### src/hdl/ordered_dispatch_queue_with_barriers_macros.svh
// Assertion macros shared by the dispatch queue RTL
`ifndef ORDERED_DISPATCH_QUEUE_WITH_BARRIERS_MACROS_SVH
`define ORDERED_DISPATCH_QUEUE_WITH_BARRIERS_MACROS_SVH

`ifndef SYNTHESIS

// Check that cons holds in the same cycle as ante
`define ODQ_ASSERT_NOW(label, clk, rst, ante, cons) \
  label: assert property (@(posedge clk) disable iff (rst) (ante) |-> (cons)) \
    else $error("odq assertion failed");

// Check that cons holds in the cycle after ante
`define ODQ_ASSERT_NEXT(label, clk, rst, ante, cons) \
  label: assert property (@(posedge clk) disable iff (rst) (ante) |=> (cons)) \
    else $error("odq assertion failed");

`else

`define ODQ_ASSERT_NOW(label, clk, rst, ante, cons)
`define ODQ_ASSERT_NEXT(label, clk, rst, ante, cons)

`endif

`endif

### src/hdl/odq_pkg.sv
// Shared codes and types for the ordered dispatch queue
package odq_pkg;

  localparam logic [1:0] ACT_ENQ_OP  = 2'd0;
  localparam logic [1:0] ACT_ENQ_BAR = 2'd1;
  localparam logic [1:0] ACT_DONE    = 2'd2;
  localparam logic [1:0] ACT_CLOSE   = 2'd3;

  localparam logic [1:0] EV_ACK   = 2'd0;
  localparam logic [1:0] EV_START = 2'd1;
  localparam logic [1:0] EV_FIRE  = 2'd2;

  localparam logic [2:0] ST_OK       = 3'd0;
  localparam logic [2:0] ST_CLOSED   = 3'd1;
  localparam logic [2:0] ST_FULL     = 3'd2;
  localparam logic [2:0] ST_MISMATCH = 3'd3;
  localparam logic [2:0] ST_IGNORED  = 3'd4;

  typedef struct packed {
    logic push;
    logic pop;
  } odq_chain_ctl_t;

endpackage

### src/hdl/ordered_dispatch_queue_with_barriers.sv
// Top level of the ordered dispatch queue with barriers
//
// Command channel (cmd_valid/cmd_ready): each word carries an action
// (enqueue operation, enqueue barrier, done, close), a tag and close_after.
// Result channel (res_valid/res_ready): each word carries one event
// (acknowledge, start operation, fire barrier) with the queue status after it;
// last marks the final word caused by a command.
// Every command first yields its acknowledge, registered on the cycle of
// acceptance and visible in the following cycle. After a push or a pop,
// when nothing runs, the head of the chain is walked one entry per cycle
// while the result register is free: each barrier gives a fire word, the
// first operation a start word. A command thus yields its acknowledge plus
// one word per walked entry; the walk is set by the single head slot
// of the entry chain, which shifts by one slot per pop.
// A new command is taken once the previous command's words are all produced
// and the result register is free or being read.
// A stalled receiver holds the result register and thereby pauses the walk.
// Reset empties the queue, clears the running and closed flags and drops any
// pending result word; the entry slots themselves are not cleared.
module ordered_dispatch_queue_with_barriers #(
  parameter int QUEUE_DEPTH = 16,
  parameter int TAG_BITS    = 8,
  localparam int CW         = $clog2(QUEUE_DEPTH + 1)
) (
  input  logic                clk,
  input  logic                rst,
  input  logic                cmd_valid,
  output logic                cmd_ready,
  input  logic [1:0]          action,
  input  logic [TAG_BITS-1:0] item_tag,
  input  logic                close_after,
  output logic                res_valid,
  input  logic                res_ready,
  output logic [1:0]          event_res,
  output logic [2:0]          status,
  output logic [TAG_BITS-1:0] out_tag,
  output logic                last,
  output logic [CW-1:0]       queued,
  output logic                busy_res,
  output logic                is_shut
);
  import odq_pkg::*;

  odq_chain_ctl_t    ctl;
  logic [CW-1:0]     count;
  logic [TAG_BITS:0] push_entry;
  logic [TAG_BITS:0] entries [QUEUE_DEPTH];

  odq_ctrl #(
    .QUEUE_DEPTH (QUEUE_DEPTH),
    .TAG_BITS    (TAG_BITS),
    .CW          (CW)
  ) u_ctrl (
    .clk         (clk),
    .rst         (rst),
    .cmd_valid   (cmd_valid),
    .cmd_ready   (cmd_ready),
    .action      (action),
    .item_tag    (item_tag),
    .close_after (close_after),
    .res_valid   (res_valid),
    .res_ready   (res_ready),
    .event_res   (event_res),
    .status      (status),
    .out_tag     (out_tag),
    .last        (last),
    .queued      (queued),
    .busy_res    (busy_res),
    .is_shut     (is_shut),
    .head_entry  (entries[0]),
    .ctl         (ctl),
    .count       (count),
    .push_entry  (push_entry)
  );

  for (genvar i = 0; i < QUEUE_DEPTH; i++) begin : g_cell
    logic [TAG_BITS:0] up_entry;
    if (i == QUEUE_DEPTH - 1) begin : g_tail
      assign up_entry = '0;
    end else begin : g_body
      assign up_entry = entries[i+1];
    end
    odq_cell #(
      .TAG_BITS (TAG_BITS),
      .CW       (CW),
      .INDEX    (i)
    ) u_cell (
      .clk        (clk),
      .ctl        (ctl),
      .wr_idx     (count),
      .push_entry (push_entry),
      .up_entry   (up_entry),
      .entry      (entries[i])
    );
  end

endmodule

### src/hdl/odq_cell.sv
// One slot of the shifting entry chain; slot 0 is the queue head
module odq_cell #(
  parameter int TAG_BITS = 8,
  parameter int CW       = 5,
  parameter int INDEX    = 0
) (
  input  logic                    clk,
  input  odq_pkg::odq_chain_ctl_t ctl,
  input  logic [CW-1:0]           wr_idx,
  input  logic [TAG_BITS:0]       push_entry,
  input  logic [TAG_BITS:0]       up_entry,
  output logic [TAG_BITS:0]       entry
);
  import odq_pkg::*;

  always_ff @(posedge clk) begin
    if (ctl.pop) begin
      // advance towards the head
      entry <= up_entry;
    end else if (ctl.push && wr_idx == CW'(INDEX)) begin
      entry <= push_entry;
    end
  end

endmodule

### src/hdl/odq_ctrl.sv
// Command decode, drain sequencer and result register of the dispatch queue
`include "ordered_dispatch_queue_with_barriers_macros.svh"

module odq_ctrl #(
  parameter int QUEUE_DEPTH = 16,
  parameter int TAG_BITS    = 8,
  parameter int CW          = 5
) (
  input  logic                    clk,
  input  logic                    rst,
  input  logic                    cmd_valid,
  output logic                    cmd_ready,
  input  logic [1:0]              action,
  input  logic [TAG_BITS-1:0]     item_tag,
  input  logic                    close_after,
  output logic                    res_valid,
  input  logic                    res_ready,
  output logic [1:0]              event_res,
  output logic [2:0]              status,
  output logic [TAG_BITS-1:0]     out_tag,
  output logic                    last,
  output logic [CW-1:0]           queued,
  output logic                    busy_res,
  output logic                    is_shut,
  input  logic [TAG_BITS:0]       head_entry,
  output odq_pkg::odq_chain_ctl_t ctl,
  output logic [CW-1:0]           count,
  output logic [TAG_BITS:0]       push_entry
);
  import odq_pkg::*;

  typedef enum logic {S_IDLE, S_DRAIN} state_t;

  state_t              state, state_next;
  logic                busy, busy_next;
  logic                closed, closed_next;
  logic [CW-1:0]       count_next;
  logic                out_free, take, load;
  logic [1:0]          ev_next;
  logic [2:0]          st_next;
  logic [TAG_BITS-1:0] tag_next;
  logic                last_next;
  logic                head_kind;
  logic [TAG_BITS-1:0] head_tag;

  assign head_kind  = head_entry[TAG_BITS];
  assign head_tag   = head_entry[TAG_BITS-1:0];
  assign out_free   = !res_valid || res_ready;
  assign cmd_ready  = (state == S_IDLE) && out_free;
  assign take       = cmd_valid && cmd_ready;
  assign push_entry = {action == ACT_ENQ_BAR, item_tag};

  always_comb begin
    state_next  = state;
    busy_next   = busy;
    closed_next = closed;
    count_next  = count;
    ctl         = '0;
    load        = 1'b0;
    ev_next     = EV_ACK;
    st_next     = ST_OK;
    tag_next    = '0;
    last_next   = 1'b1;
    if (take) begin
      load = 1'b1;
      unique case (action)
        ACT_ENQ_OP, ACT_ENQ_BAR: begin
          if (closed) begin
            st_next = ST_CLOSED;
          end else if (count == CW'(QUEUE_DEPTH)) begin
            st_next = ST_FULL;
          end else begin
            ctl.push    = 1'b1;
            count_next  = count + CW'(1);
            closed_next = closed | ((action == ACT_ENQ_BAR) & close_after);
          end
        end
        ACT_DONE: begin
          if (!busy || count == '0) begin
            st_next = ST_IGNORED;
          end else if (head_kind || head_tag != item_tag) begin
            st_next = ST_MISMATCH;
          end else begin
            ctl.pop    = 1'b1;
            count_next = count - CW'(1);
            busy_next  = 1'b0;
          end
        end
        ACT_CLOSE: begin
          closed_next = 1'b1;
        end
        default: ;
      endcase
      // walk the head in following cycles when nothing runs
      if ((ctl.push || ctl.pop) && !busy_next && count_next != '0) begin
        last_next  = 1'b0;
        state_next = S_DRAIN;
      end
    end else if (state == S_DRAIN && out_free) begin
      load     = 1'b1;
      tag_next = head_tag;
      if (head_kind) begin
        ctl.pop    = 1'b1;
        count_next = count - CW'(1);
        ev_next    = EV_FIRE;
        last_next  = (count_next == '0);
      end else begin
        busy_next = 1'b1;
        ev_next   = EV_START;
        last_next = 1'b1;
      end
      if (last_next) begin
        state_next = S_IDLE;
      end
    end
  end

  always_ff @(posedge clk) begin
    if (rst) begin
      state     <= S_IDLE;
      busy      <= 1'b0;
      closed    <= 1'b0;
      count     <= '0;
      res_valid <= 1'b0;
    end else begin
      state  <= state_next;
      busy   <= busy_next;
      closed <= closed_next;
      count  <= count_next;
      if (load) begin
        res_valid <= 1'b1;
      end else if (res_ready) begin
        res_valid <= 1'b0;
      end
    end
    if (load) begin
      event_res <= ev_next;
      status    <= st_next;
      out_tag   <= tag_next;
      last      <= last_next;
      queued    <= count_next;
      busy_res  <= busy_next;
      is_shut   <= closed_next;
    end
  end

  `ODQ_ASSERT_NOW(a_count_bound, clk, rst, 1'b1, count <= CW'(QUEUE_DEPTH))
  `ODQ_ASSERT_NOW(a_busy_has_head, clk, rst, busy, count != '0)
  `ODQ_ASSERT_NOW(a_push_pop_excl, clk, rst, ctl.push, !ctl.pop)
  `ODQ_ASSERT_NEXT(a_start_sets_busy, clk, rst,
                   load && ev_next == EV_START, busy && state == S_IDLE)
  `ODQ_ASSERT_NOW(a_drain_not_busy, clk, rst, state == S_DRAIN, !busy && count != '0)

endmodule
### config.mk
export PLATFORM = sky130hd
export DESIGN_NAME = ordered_dispatch_queue_with_barriers
export DESIGN_NICKNAME = d
export VERILOG_FILES = /design/src/hdl/odq_pkg.sv /design/src/hdl/ordered_dispatch_queue_with_barriers.sv /design/src/hdl/odq_cell.sv /design/src/hdl/odq_ctrl.sv
export VERILOG_INCLUDE_DIRS = /design/src /design/src/hdl
export SDC_FILE = /design/constraint.sdc
export NUM_CORES = 1
export LEC_CHECK = 0
export BUFFER_PORTS_ARGS = -buffer_cell sky130_fd_sc_hd__buf_4
export CAP_MARGIN = 10
export CORE_MARGIN = 5
export CORE_UTILIZATION = 60
export CTS_BUF_LIST = sky130_fd_sc_hd__clkbuf_16
export CTS_CLUSTER_SIZE = 40
export DETAILED_ROUTE_END_ITERATION = 7
export HOLD_SLACK_MARGIN = 0.03
export PLACE_DENSITY = 0.76
export SYNTH_ARGS = -nofsm -noshare
export SYNTH_HDL_FRONTEND = slang
export SYNTH_HIERARCHICAL = 1
export SYNTH_SLANG_ARGS = --single-unit
### constraint.sdc
create_clock -name clk -period 6.2 [get_ports clk]
set_input_delay 0.31 -clock clk [delete_from_list [all_inputs] [get_ports clk]]
set_output_delay 0.31 -clock clk [all_outputs]
set_load 0.05 [all_outputs]
==> impl_metrics.tcl <==
set metrics [dict create \
    outcome "finished, final reports clean" \
    fmax_mhz 245.2 \
    viasPerCell 5.820 \
    cts.clk_slew.worst_paths_ns 0.06 \
    fin_area_mm2 0.009758 \
    synth_top_area_share_pct 55.70 \
    num_antenna_cells 0 \
    synthCells 545 \
    yosys.area.top_type "edfxtp_1" \
    worst_pin_slew_ns 0.9540 \
    crit_slowest_cell "dfxtp_1" \
    grt_max_degree 55 \
    yosysSeqAreaShare_pct 57.72 \
    syn2layout_area_growth_pct 9.691 \
    hold_class "in2reg" \
    gp_congestion 0.8583 \
    place_area_mm2 0.009211 \
    antenna_found_initial 0 \
    rsz0062_at_grt "false" \
    skew_ns 0.008606 \
    synthTopCellsByArea "edfxtp_1 (56%), mux2_4 (24%), buf_6 (2.2%)" \
    clock_latency_ns 0.42 \
    async_flop_share_pct 0 \
    drv_cap 0 \
    nets 600 \
    pre_cts_ws_ns 2.126 \
    grt_pass1_vias 4641 \
    synth_edf_count 165 \
    fin_crit_ns 4.079 \
    synthMostInstantiatedCell "edfxtp_1" \
    hold_viol 0 \
    path_class "reg2reg" \
    worstPathRequired_ns 6.37 \
    period_share_pct 65.79 \
    postSynthAreaPerCell_um2 16.32 \
    setup_viol_count_final 0 \
    drc 0 \
    cp-end-kind "flip-flop" \
    numPortBuffers 37 \
    setup_ws_ns 2.121 \
    drv_slew 0 \
    cts_root_buf "clkbuf_16" \
    coreArea_mm2 0.01453 \
    synthFlopType "edfxtp_1" \
    cp_cell_sequence "inv_1 > ha_1 > a21oi_1 > and4_1 > nand2_1 > nand2_4 > buf_4 > mux2_4" \
    grt_pass1_wl_um 24960 \
    cts_tree "done" \
    drt_iter0_markers 359 \
    p_leak_nw 3.603 \
    critical_path.max_stage_delay_ns 0.82 \
    overflow 0 \
    num_vias 4528 \
    power_density_mw_per_mm2 307.8 \
    syn_area_mm2 0.008896 \
    fp.dieH_um 131.8 \
    cp-start-kind "flip-flop" \
    tns_ns 0 \
    row_count 44 \
    cts_inserted_buffers 17 \
    drive_gt1_share_pct 40.40 \
    wl_um 15640 \
    cp_max_fo 44 \
    wl_per_cell_um 20.11 \
    dp_hpwl_um 10230 \
    cts_resized 0 \
    htreeDepth 4 \
    dieArea_mm2 0.01736 \
    initial_utilization_pct 61.21 \
    clockBufferDepth 2 \
    ant_nets 0 \
    ys_warn_count 6 \
    grt_usage_pct 18.05 \
    drtPass1Iterations 5 \
    cts-hold-fix-buffers 0 \
    rrSetupSlack_ns 2.12 \
    ioPinCount 38 \
    die_w_um 131.8 \
    ir_worst_vdd_mv 0.2111 \
    postCtsSetupRepairBufs 0 \
    synth_commonest_cells "edfxtp_1 (165), mux2_4 (144), nand2_1 (19), buf_6 (17), inv_1 (16)" \
    synth_seq_cells 174 \
    critical_path_arrival_ns 4.25 \
    cts.sink_count 174 \
    slew_headroom_pct 36.16 \
    ys_types 60 \
]
[metrics by stage]
step	power [mW]	hold slack, ns	cells	util, %
after detailed placement	2.045	0.5343	747	63.38
after CTS	3.036	0.09877	778	67.14
after global routing	3.129	0.1039	778	67.14
final	3.003	0.1186	778	67.14
after floorplan	1.916	0.3791	553	-
after global placement	2.030	0.5283	747	63.38
[logic make-up after synthesis]
kind of cell | Yosys count | synth area share [%]
xor gates and xnor gates | 14 | 1.378
adders and majority gates | 3 | 0.4220
buffers and inverters | 50 | 3.994
and+or+nand+nor | 101 | 7.060
muxes | 145 | 24.42
AOI/OAI and AO/OA | 57 | 4.965
other | 1 | 0.04215
DFF | 174 | 57.72
[placed cells by master, fill, tap and decap left out, types with 3 or more instances in the layout]
cell | netlist | layout
buf_4 | 10 | 43
clkbuf_16 | 0 | 17
a31o_2 | 10 | 10
o21ai_0 | 4 | 4
nor2b_1 | 3 | 3
a21o_1 | 3 | 3
a31o_1 | 3 | 3
and4b_1 | 3 | 3
a21oi_1 | 11 | 11
clkinvlp_4 | 0 | 5
and3_1 | 10 | 10
inv_1 | 16 | 16
dfxtp_1 | 9 | 9
nand3_1 | 5 | 5
conb_1 | 1 | 9
nor4bb_1 | 8 | 8
nor4b_2 | 3 | 3
nor2_1 | 15 | 15
o31ai_1 | 3 | 3
nor4_1 | 3 | 3
and2_1 | 7 | 7
nand2b_1 | 4 | 4
clkinv_2 | 0 | 3
nor3_1 | 6 | 6
nand2_1 | 19 | 18
xnor2_1 | 11 | 11
edfxtp_1 | 165 | 165
xor2_1 | 3 | 3
mux2_4 | 144 | 144
ha_1 | 3 | 3
[critical path, delay by kind of cell (launching register included)]
kind            cells  cell delay [ns]
mux                 1             0.35
flops               1             0.82
buf+inv             2             0.81
compound gates      1             0.24
fa+ha+maj           1             0.35
simple gates        3             1.22
[power by group]
part           switching (mW)  total, mW  internal [mW]
registers              0.0515       1.45           1.40
logic                   0.327      0.568          0.241
clock network           0.433      0.982          0.549
[final timing paths]
check | start | to | cells past startpoint
min reg2reg | g_cell[5].u_cell/entry[3] | g_cell[4].u_cell/entry[3] | 1
max reg2reg | u_ctrl/count[0] | g_cell[6].u_cell/entry[6] | 8
max | u_ctrl/count[0] | g_cell[6].u_cell/entry[6] | 8
min | cmd_valid | u_ctrl/res_valid | 3
[cell type report]
class,count,area (um2)
Timing Repair Buffer,44,342.8
Tap cell,184,230.2
Fill cell,1005,4776
Multi-Input combinational cell,329,3443
Clock inverter,14,121.4
Inverter,16,60.06
Sequential cell,174,5135
Clock buffer,17,425.4
[state kept, by name (all words and copies together) (netlist names)]
register and count:
g_cell.u_cell/entry 144, u_ctrl/out_tag 8, u_ctrl/count 5, u_ctrl/queued 5, u_ctrl/status 3, u_ctrl/event_res 2, u_ctrl/busy 1, u_ctrl/busy_res 1
u_ctrl/closed 1, u_ctrl/is_shut 1, u_ctrl/last 1, u_ctrl/res_valid 1, u_ctrl/state 1
[routing by layer]
metal	GRT usage, %	part of all wire (%)	vias to the layer above
met5	0	0	-
met3	4.198	2.5	14
li1	-	-	2157
met1	23.69	46	2294
met2	29.94	51	63
met4	5.771	1.3	0
No activity file was read; power rests on OpenSTA's default activity.
